[src/rtl/egoc_pkg.sv]
package egoc_pkg;

	localparam logic [1:0] FUNC_WR  = 2'd0;
	localparam logic [1:0] FUNC_REB = 2'd1;
	localparam logic [1:0] FUNC_QRY = 2'd2;

	localparam logic CFG_UPPER = 1'b0;
	localparam logic CFG_LOWER = 1'b1;

	localparam logic [14:0] DIST_MAX  = 15'h7fff;
	localparam logic [12:0] COUNT_MAX = 13'h1fff;

	typedef struct packed {
		logic load;
		logic pt_wr;
		logic clr_en;
		logic scan_en;
		logic qry_en;
		logic sqrt_start;
		logic out_load;
	} cmd_t;

	typedef struct packed {
		logic clr_last;
		logic scan_last;
		logic qry_last;
		logic empty;
		logic pipe_busy;
		logic sqrt_busy;
		logic out_free;
	} sts_t;

endpackage

[src/rtl/egoc_ctrl.sv]
module egoc_ctrl (
	input  logic             clk,
	input  logic             arst_n,
	input  logic             in_valid,
	input  logic [1:0]       func,
	output logic             in_stall,
	input  egoc_pkg::sts_t   sts,
	output egoc_pkg::cmd_t   cmd
);
	import egoc_pkg::*;

	localparam logic [2:0] ST_CLR    = 3'd0;
	localparam logic [2:0] ST_IDLE   = 3'd1;
	localparam logic [2:0] ST_SCAN   = 3'd2;
	localparam logic [2:0] ST_DRN_S  = 3'd3;
	localparam logic [2:0] ST_QRY    = 3'd4;
	localparam logic [2:0] ST_DRN_Q  = 3'd5;
	localparam logic [2:0] ST_SQRT   = 3'd6;
	localparam logic [2:0] ST_OUT    = 3'd7;

	logic [2:0] state_q, state_d;
	logic       acc;

	assign in_stall = (state_q != ST_IDLE);
	assign acc      = in_valid && (state_q == ST_IDLE);

	always_comb begin
		state_d = state_q;
		cmd     = '0;
		case (state_q)
			ST_CLR: begin
				cmd.clr_en = 1'b1;
				if (sts.clr_last) state_d = ST_IDLE;
			end
			ST_IDLE: begin
				if (acc) begin
					cmd.load = 1'b1;
					case (func)
						FUNC_WR:  cmd.pt_wr = 1'b1;
						FUNC_REB: state_d = ST_SCAN;
						FUNC_QRY: state_d = sts.empty ? ST_OUT : ST_QRY;
						default:  state_d = ST_IDLE;
					endcase
				end
			end
			ST_SCAN: begin
				cmd.scan_en = 1'b1;
				if (sts.scan_last) state_d = ST_DRN_S;
			end
			ST_DRN_S: begin
				if (!sts.pipe_busy) state_d = ST_OUT;
			end
			ST_QRY: begin
				cmd.qry_en = 1'b1;
				if (sts.qry_last) state_d = ST_DRN_Q;
			end
			ST_DRN_Q: begin
				if (!sts.pipe_busy) begin
					cmd.sqrt_start = 1'b1;
					state_d = ST_SQRT;
				end
			end
			ST_SQRT: begin
				if (!sts.sqrt_busy) state_d = ST_OUT;
			end
			ST_OUT: begin
				if (sts.out_free) begin
					cmd.out_load = 1'b1;
					state_d = ST_IDLE;
				end
			end
			default: state_d = ST_IDLE;
		endcase
	end

	always_ff @(posedge clk or negedge arst_n) begin
		if (!arst_n) state_q <= ST_CLR;
		else state_q <= state_d;
	end

endmodule

[config.mk]
export PLATFORM = sky130hd
export DESIGN_NAME = egoc_ctrl
export DESIGN_NICKNAME = d
export VERILOG_FILES = /design/src/rtl/egoc_pkg.sv /design/src/rtl/egoc_ctrl.sv
export SDC_FILE = /design/constraint.sdc
export NUM_CORES = 1
export LEC_CHECK = 0
export BUFFER_PORTS_ARGS = -buffer_cell sky130_fd_sc_hd__clkbuf_2
export CORE_AREA = 4 4 41 43
export CTS_BUF_LIST = sky130_fd_sc_hd__clkbuf_4
export DETAILED_ROUTE_END_ITERATION = 8
export DIE_AREA = 0 0 45 47
export PLACE_DENSITY = 0.5
export SLEW_MARGIN = 25
export SYNTH_ARGS = -nofsm -noshare
export SYNTH_HDL_FRONTEND = slang
export SYNTH_SLANG_ARGS = --single-unit
[constraint.sdc]
create_clock -name clk -period 4.5 [get_ports clk]
set_clock_uncertainty 0.2 [all_clocks]
set_input_delay 0 -clock clk [delete_from_list [all_inputs] [get_ports clk]]
set_output_delay 0 -clock clk [all_outputs]
set_load 0.005 [all_outputs]
=== Word level (Yosys, flattened, before mapping) ===
Index checks and enable logic that the tools add are counted.

* Flip-flop bits (word level): 3
* Input port bits: 12
* Output and inout bits: 8
* Logic and storage cells: 45

* Equal/unequal tests: 19
* Mux-type cells: 21
* Reduce and logical (&&, ||, !) cells: 4

{| class="wikitable"
|+ Operators with widths
! kind !! count
|-
| $mux W3 || 8
|-
| $pmux W3 S8 || 1
|-
| $ne A2 B2 Y1 const B || 9
|-
| $eq A3 B3 Y1 const B || 4
|-
| $pmux W3 S3 || 1
|-
| $reduce_and A9 Y1 || 1
|-
| $mux W1 || 8
|-
| $eq A3 B2 Y1 const B || 2
|-
| $mux W2 || 3
|-
| $eq A3 B1 Y1 const B || 1
|-
| $logic_not A3 Y1 || 1
|-
| $ne A3 B1 Y1 const B || 1
|-
| $eq A2 B1 Y1 const B || 1
|-
| $eq A2 B2 Y1 const B || 1
|-
| $logic_not A2 Y1 || 1
|-
| $logic_and A1 B1 Y1 || 1
|}

=== Logic depth before layout (Yosys ltp) ===
Gate-level depths: netlist of run 1.

* Depth after elaboration: 4
* Gate-level depth with buffers: 5
* Depth with buffers taken out: 5

=== Worst setup path before layout of run 1 ===
OpenSTA, ideal clock, no wires.

* Path kind: register -> register
* Start: register state_q[1]
* End: register state_q[0]
* Setup time: 121 ps
* Data arrival time: 1101 ps
* Data required time: 4179 ps
* Slack: 3078 ps
* Stages on the path, launching flop included: 4
* Path buffers: 1
* Period minus slack after synthesis: 1422 ps
* Cell sequence: dfrtp_1 buf_6 mux4_2 o22a_1

* Cells in the longest elaborated chain, start to end: 4
* Elaborated cells on any way between the ends: 20
* Classes of those cells: 16 x eq/ne; 1 x mux; 3 x reduce/logical

{| class="wikitable"
|+ RTL lines
! what !! line !! RTL
|-
| start, declared || egoc_ctrl.sv:21 || <nowiki>logic [2:0] state_q, state_d;</nowiki>
|-
| start signal, assigned || egoc_ctrl.sv:78 || <nowiki>else state_q <= state_d;</nowiki>
|-
| $eq A3 B1 Y1 || egoc_ctrl.sv:25, egoc_ctrl.sv:30 ||
|-
| $logic_and A1 B1 Y1 || egoc_ctrl.sv:25 || <nowiki>assign acc = in_valid && (state_q == ST_IDLE);</nowiki>
|-
| $ne A2 B2 Y1 (no source line) || -- ||
|-
| $reduce_and A9 Y1 (no source line) || -- ||
|}

Parallel ways exist; a longest one is shown, timed or not.
A chain may end at the register's enable or synchronous reset.

=== Worst setup path after layout of run 1 ===
* Start: register state_q[2]
* End: register state_q[1]

The elaborated chain is that of the path after synthesis.

==> impl_metrics.ini, run 1 <==
[setup_path]
reg2reg_from = state_q[2]
cp_max_fo = 13
cp.arrival_ps = 1780
endpoint_kind = flop
crit_path_start = state_q[2]
cp_data_required_time_ps = 4410
critical_path.startpoint_type = flop
cp.depth = 4
cp_top_family = buffers and inverters
crit_end = state_q[1]
crit_type = flop to flop
r2r-end = state_q[1]
slowest_delay_ps = 550
slowest_stage = dlygate4sd3_1
worstPathCellList = nor2b_1 -> o21bai_1 -> o21ai_0 -> dlygate4sd3_1
reg2reg_setup_slack_ps = 2620
path_buf_inv = 1
reg2regPathDepth = 4

[sta]
worst_pin_slew_ps = 370
tns_ps = 0
slew_violations = 0
finalCriticalPeriod_ps = 1880
rsz0062_at_grt = no
fmax_ghz = 0.533
setup_viol = 0
fin_crit_sh = 0.417
finalHoldViolCount = 0
slew_headroom = 0.754

[placed_design]
place_congestion = 0.659
dp_hpwl_um = 589
port-buffer-count = 19
dpl.cell_count = 70

[cts]
htreeDepth = 1
clkTransAtPathRegs_ps = 40
clockRootBuffer = clkbuf_4
insertion_delay_ps = 230
cts_tree = done
cts_resized = 0
clock-sinks = 3
cts_buffers = 3
cts_buffer_depth = 2

[logic_synthesis]
synthTopCellsByArea = dfrtp_1 24%, ha_1 12%, mux4_2 7.1%, nor3b_1 7.1%, nor2b_1 6.0%
syn_area_um2 = 315
ys_types = 21
avgSynthCellArea_um2 = 8.30
synth_top_cell_area_share = 0.238
yosysWarnings = 0
ys_seq_elements = 3
yosysTopAreaCell = dfrtp_1
netlist_instances = 38
syn-num-nets = 53
synth_seq_area_share = 0.238

[grt]
grt_pass1_vias = 309
grt_start_max_net_pins = 14
grt_pass1_wl_mm = 1.29
antenna_found_initial = 0
track_usage = 0.0864
overflow = 0

[final_layout]
register_area_um2 = 75.1
reg_top3 = state_q: 3 flops
fin_util = 0.388
multi_input_area_um2 = 210
area_delta_synth_final_pct = 59.9
drive_gt1_frac = 0.385
fin_cells = 80
nets = 81
fillers = 142
largest_reg_flops = 3
diodes = 0
max_flop_register = state_q

[die]
core_region_area_mm2 = 0.00130
dieArea_mm2 = 0.00212
die_height_um = 47
initial_core_util = 0.242
fp-row-count = 13
die_w_um = 45
pin_count = 20

[job]
cap_violations = 0

[drt]
via_count = 343
firstDrtPassIters = 4
viasPerCell = 4.29
drc = 0
wl_um = 775
ant_nets = 0
drtIter0Drc = 7
wl_per_cell_um = 9.69

[power]
power.density_mw_per_mm2 = 446
power_leakage_nw = 0.265
p_total_mw = 0.225
ir_drop_uv = 151

[run_status]
status = completed

[worst_hold_path]
min_path_type = primary input to flop
## layout by cell type, fill, tap and decap left out, types with 2 or more instances in the layout
| cell type | count |
|---|---|
| nand2_1 | 2 |
| ha_1 | 3 |
| nor3_1 | 3 |
| dlygate4sd3_1 | 6 |
| clkbuf_2 | 19 |
| nor2b_1 | 3 |
| inv_1 | 4 |
| a21oi_1 | 3 |
| dfrtp_1 | 3 |
| o21ai_0 | 2 |
| clkbuf_4 | 4 |
| nor3b_1 | 3 |
## repair_timing
action                                 in CTS  in global routing
buffers inserted                            0                  0
hold buffers                                6                  0
endpoints found under the hold margin       6                  0
## per-layer routing
metal / up-vias / share of wire / track usage
met5: - / 0 / 0
met4: 0 / 0 / 0.0702
met3: 0 / 0.076 / 0.0230
met2: 13 / 0.45 / 0.107
met1: 143 / 0.47 / 0.122
li1: 187 / - / -
## kinds of logic (layout without fill, tap and decap cells)
family / Yosys count / after routing / synth area share
simple gates: 17 / 17 / 0.321
flops: 3 / 3 / 0.238
mux: 1 / 1 / 0.0714
fa+ha+maj: 3 / 3 / 0.119
compound gates: 8 / 8 / 0.155
buf+inv: 6 / 33 / 0.0952
## report_power, final
group	leakage, nW	switching (mW)	internal, mW
sequential	0.0332	0.0303	0.0395
clock	0.0184	0.0123	0.0391
combinational	0.213	0.0407	0.0631
## worst reg2reg max path, delay by kind of cell (launching register included)
| family | cells | cell delay, ps |
|---|---|---|
| AOI/OAI and AO/OA | 2 | 310 |
| DFF | 1 | 500 |
| buffers and inverters | 1 | 550 |
| and+or+nand+nor | 1 | 200 |
## cells in the mapped netlist
master / instances
o21ai_0: 2
a21oi_1: 3
mux4_2: 1
nand2_1: 2
nor2b_1: 3
nor3b_1: 3
or2_2: 1
o21bai_1: 1
and4b_1: 1
nor3_1: 3
buf_6: 1
a21o_1: 1
and2_1: 1
ha_1: 3
dfrtp_1: 3
nand3_1: 1
clkbuf_1: 1
nor2_1: 1
nand2b_1: 1
inv_1: 4
o22a_1: 1
## cell type report
cell class / count / area share
sequential: 3 / 0.149
inverter: 4 / 0.0298
timing repair buffer: 25 / 0.308
multi-input combinational: 29 / 0.417
tap: 15 / 0.0372
clock buffer: 4 / 0.0596
## metrics by stage
stage	hold WS, ps	area [um^2]	setup WS [ps]
final	17.7	504	2620
after global routing	15.4	504	2540
after CTS	12.3	504	2620
after detailed placement	-401	414	2970
after global placement	-402	414	3000
after floorplan	-496	315	3080
## worst min-delay path by stage
stage / startpoint / to / depth (start not counted)
finish: sts[6] / state_q[0] / 3
global route: sts[6] / state_q[0] / 3
CTS: sts[6] / state_q[0] / 3
detailed placement: arst_n / state_q[0] / 1
global placement: arst_n / state_q[0] / 1
floorplan: arst_n / state_q[0] / 0
(Power assumes the default switching activity.)
==> inputs of run 2 (changes only) <==
--- a/config.mk
+++ b/config.mk
@@ -10,7 +10,7 @@
 export CTS_BUF_LIST = sky130_fd_sc_hd__clkbuf_4
 export DETAILED_ROUTE_END_ITERATION = 8
 export DIE_AREA = 0 0 45 47
-export PLACE_DENSITY = 0.5
+export PLACE_DENSITY = 0.51
 export SLEW_MARGIN = 25
 export SYNTH_ARGS = -nofsm -noshare
 export SYNTH_HDL_FRONTEND = slang
==> constraint.sdc (replaced) <==
create_clock -name clk -period 1.7 [get_ports clk]
set_clock_uncertainty 0.2 [all_clocks]
set_input_delay 0 -clock clk [delete_from_list [all_inputs] [get_ports clk]]
set_output_delay 0 -clock clk [all_outputs]
set_load 0.005 [all_outputs]
==> run 2 against run 1 <==
  * Die area did not move
  * Clock-buffer cell count did not move
  * Routed wire length rose by 0.52%
  * Final cell count fell by 1.3%
  * Largest power group unchanged
  * Global-route usage rose by 0.78 points
  * Critical path depth fell by 2
==> impl_metrics.ini, run 2 (synthesis results as in run 1) <==
[run_status]
status = completed

[drt]
wl_met2_um = 328
m1WireLength_um = 372
firstDrtPassIters = 2
drtIter0Drc = 1
via_count = 346
dr.max_layer_used = met4
wl_per_cell_um = 9.86
wl_um = 779
drc = 0
ant_nets = 0
routed-wl-met3_um = 53
viasPerCell = 4.38

[power]
ir_drop_uv = 378
p_total_mw = 0.604
power.density_mw_per_mm2 = 1190
power_leakage_nw = 0.267

[cts]
cts_buffer_depth = 2
clock-sinks = 3
post-cts-setup-buffers = 0
insertion_delay_ps = 240
cts_buffers = 3
cts_tree = done
clkTransAtPathRegs_ps = 40
htreeDepth = 1
clockRootBuffer = clkbuf_4

[grt]
antenna_found_initial = 0
overflow = 0
grt_start_max_net_pins = 14
track_usage = 0.0942
grt_pass1_vias = 357
grt_pass1_wl_mm = 1.37

[die]
pin_count = 20
fp-row-count = 13
dieArea_mm2 = 0.00212
die_height_um = 47
die_w_um = 45
core_region_area_mm2 = 0.00130
initial_core_util = 0.242

[placed_design]
dpl.cell_count = 70
dp_hpwl_um = 598
port-buffer-count = 19
place_congestion = 0.661

[setup_path]
critical_path.startpoint_type = flop
reg2regPathDepth = 2
cp_data_required_time_ps = 1610
endpoint_kind = flop
crit_type = flop to flop
cp_max_fo = 8
cp.arrival_ps = 1460

[sta]
whs_ps = 17.3
fin_crit_sh = 0.912
setup_viol = 0
worst_pin_slew_ps = 380
tns_ps = 0
rsz0062_at_grt = no
slew_violations = 0
fmax_ghz = 0.645
slew_headroom = 0.747
finalCriticalPeriod_ps = 1550
finalHoldViolCount = 0

[final_layout]
largest_reg_flops = 3
max_flop_register = state_q
fin_cells = 79
final_common_cell = clkbuf_2
area_delta_synth_final_pct = 60.7
fin_util = 0.389
final_cell_mix = 19 x clkbuf_2, 5 x dlygate4sd3_1, 4 x inv_1, 4 x clkbuf_4
diodes = 0
drive_gt1_frac = 0.422
reg_top3 = state_q: 3 flops
nets = 80

[job]
cap_violations = 0

[worst_hold_path]
min_path_type = primary input to flop
whs_path_depth = 3
run 2: changes by cell type in the layout (fill, tap and decap cells not counted):
cell	before	now
dlygate4sd3_1	6	5
nand2b_4	0	1
nor3b_2	0	1
nand2b_1	1	0
nor3b_1	3	2
run 2: worst max-delay path: stages (launching register included):
cell,delay (ps)
dfrtp_1,490
mux4_2,530
o22a_1,210
run 2: worst paths after layout:
check	slack [ps]	from	end
hold reg to reg	450	state_q[1]	state_q[2]
setup / recovery	150	state_q[1]	state_q[0]
max in group asynchronous	720	arst_n	state_q[0]
min in group asynchronous	440	arst_n	state_q[1]
hold / removal	20	sts[6]	state_q[0]
setup reg to reg	150	state_q[1]	state_q[0]
run 2: power by group:
group	switching [mW]	internal (mW)
clock network	0.0388	0.104
registers	0.0895	0.104
logic	0.105	0.163
run 2: per-layer routing:
layer | vias up | track usage
li1 | 184 | -
met2 | 16 | 0.136
met5 | - | 0
met3 | 4 | 0.0115
met1 | 142 | 0.114
met4 | 0 | 0.105
run 2: final cells by class:
| cell class | count | area (um^2) |
|---|---|---|
| clock buffers | 4 | 30.0 |
| well taps | 15 | 18.8 |
| repair buffers | 24 | 145 |
| fillers | 140 | 795 |
| multi-input cells | 29 | 223 |
| flip-flops and latches | 3 | 75.1 |
| inverters | 4 | 15.0 |
run 2: what timing repair did:
item / in CTS / in global routing
gates resized for setup: 0 / 2
setup endpoints to repair: 0 / 1
endpoints found under the hold margin: 6 / 0
hold buffers: 5 / 0
run 2: stage by stage:
stage / area [um^2] / setup slack, ps
global placement: 414 / 196
CTS: 494 / 40.4
floorplan: 315 / 278
global route: 507 / 31.0
finish: 507 / 150
detailed placement: 414 / 171
==> inputs of run 3 (changes only) <==
--- a/config.mk
+++ b/config.mk
@@ -10,7 +10,8 @@
 export CTS_BUF_LIST = sky130_fd_sc_hd__clkbuf_4
 export DETAILED_ROUTE_END_ITERATION = 8
 export DIE_AREA = 0 0 45 47
-export PLACE_DENSITY = 0.51
+export PLACE_DENSITY = 0.5
+export SKIP_LAST_GASP = 1
 export SLEW_MARGIN = 25
 export SYNTH_ARGS = -nofsm -noshare
 export SYNTH_HDL_FRONTEND = slang
==> constraint.sdc (replaced) <==
create_clock -name clk -period 1.78 [get_ports clk]
set_clock_uncertainty 0.2 [all_clocks]
set_input_delay 0 -clock clk [delete_from_list [all_inputs] [get_ports clk]]
set_output_delay 0 -clock clk [all_outputs]
set_load 0.005 [all_outputs]
==> run 3 against run 2 <==
  * Worst setup slack better by 16 ps
  * Sequential power decreased by 9%
  * Sequential share of layout area increased by 0.38 points
  * Largest power group unchanged
==> impl_metrics.ini, run 3 (synthesis results as in run 1) <==
[setup_path]
critical_path.startpoint_type = flop
cp_max_fo = 8
cp.arrival_ps = 1410
endpoint_kind = output pin
crit_type = flop to output pin
reg2reg_setup_slack_ps = 260
cp_data_required_time_ps = 1580

[power]
p_total_mw = 0.545
power_leakage_nw = 0.260
ir_drop_uv = 305
power.density_mw_per_mm2 = 1100

[grt]
track_usage = 0.0809
overflow = 0
grt_start_max_net_pins = 14
antenna_found_initial = 0
grt_pass1_wl_mm = 1.28
grt_pass1_vias = 315

[sta]
rsz0062_at_grt = no
slew_violations = 0
tns_ps = 0
fmax_ghz = 0.620
setup_viol = 0
slew_headroom = 0.764
finalHoldViolCount = 0
finalCriticalPeriod_ps = 1610
fin_crit_sh = 0.906
worst_pin_slew_ps = 355
whs_ps = 14.7

[drt]
wl_um = 743
wl_per_cell_um = 9.41
viasPerCell = 4.27
drc = 0
via_count = 337
drtIter0Drc = 8
firstDrtPassIters = 4
ant_nets = 0

[final_layout]
register_area_um2 = 75.1
area_delta_synth_final_pct = 56.7
largest_reg_flops = 3
drive_gt1_frac = 0.391
final_cell_mix = 19 x clkbuf_2, 5 x dlygate4sd3_1, 4 x inv_1, 4 x clkbuf_4
fillers = 155
max_flop_register = state_q
diodes = 0
nets = 80
final_common_cell = clkbuf_2
multi_input_area_um2 = 210
reg_top3 = state_q: 3 flops

[cts]
clockRootBuffer = clkbuf_4
cts_buffers = 3
insertion_delay_ps = 230
cts_tree = done
htreeDepth = 1
cts_buffer_depth = 2
post-cts-setup-buffers = 0
clkTransAtPathRegs_ps = 40
clock-sinks = 3

[placed_design]
port-buffer-count = 19
place_congestion = 0.659
dp_hpwl_um = 582

[run_status]
status = completed

[job]
cap_violations = 0

[die]
die_height_um = 47
fp-row-count = 13
core_region_area_mm2 = 0.00130
dieArea_mm2 = 0.00212
die_w_um = 45
initial_core_util = 0.242
pin_count = 20

[worst_hold_path]
min_path_type = primary input to flop
-- run 3: cell counts in the layout (fill, tap and decap cells not counted) --
No cell type changed its count.
-- run 3: final cells by class --
type / instances / share of cell area
repair buffers: 24 / 0.294
clock buffers: 4 / 0.0608
inverters: 4 / 0.0304
flip-flops and latches: 3 / 0.152
multi-input cells: 29 / 0.425
well taps: 15 / 0.0380
-- run 3: layer usage --
metal  track usage  share of wire  vias to the layer above
met3        0.0230          0.065                        0
li1              -              -                      185
met2         0.107           0.43                       13
met4        0.0351              0                        0
met1         0.120           0.50                      139
met5             0              0                        -
-- run 3: power by group --
part / total (mW) / switching [mW] / internal (mW)
Sequential: 0.176 / 0.0756 / 0.100
Clock: 0.130 / 0.0311 / 0.0989
Combinational: 0.239 / 0.0987 / 0.140
-- run 3: timing repair --
action                                  CTS  global route
endpoints found under the setup margin    0             0
hold endpoints to repair                  6             0
hold buffers                              5             0
gates resized for setup                   0             0
-- run 3: final timing paths --
kind                             from         end  depth (start not counted)
min in group asynchronous      arst_n  state_q[0]                          3
max                        state_q[1]      cmd[5]                          4
min reg2reg                state_q[1]  state_q[2]                          1
min                            sts[6]  state_q[0]                          3
max reg2reg                state_q[1]  state_q[0]                          2
max in group asynchronous      arst_n  state_q[2]                          3
-- run 3: stage by stage --
stage / util / worst slack, ps / area (um^2) / instances
after global routing: 0.380 / 56.4 / 494 / 79
after CTS: 0.380 / 151 / 494 / 79
final: 0.380 / 167 / 494 / 79
after global placement: 0.318 / 276 / 414 / 70
after detailed placement: 0.318 / 264 / 414 / 70
after floorplan: - / 358 / 315 / 38
-- run 3: worst max-delay path: stages, from the launching register on --
cell and delay [ps]:
dfrtp_1 460, nand2b_1 230, nor3b_1 250, and2_1 150, clkbuf_2 100
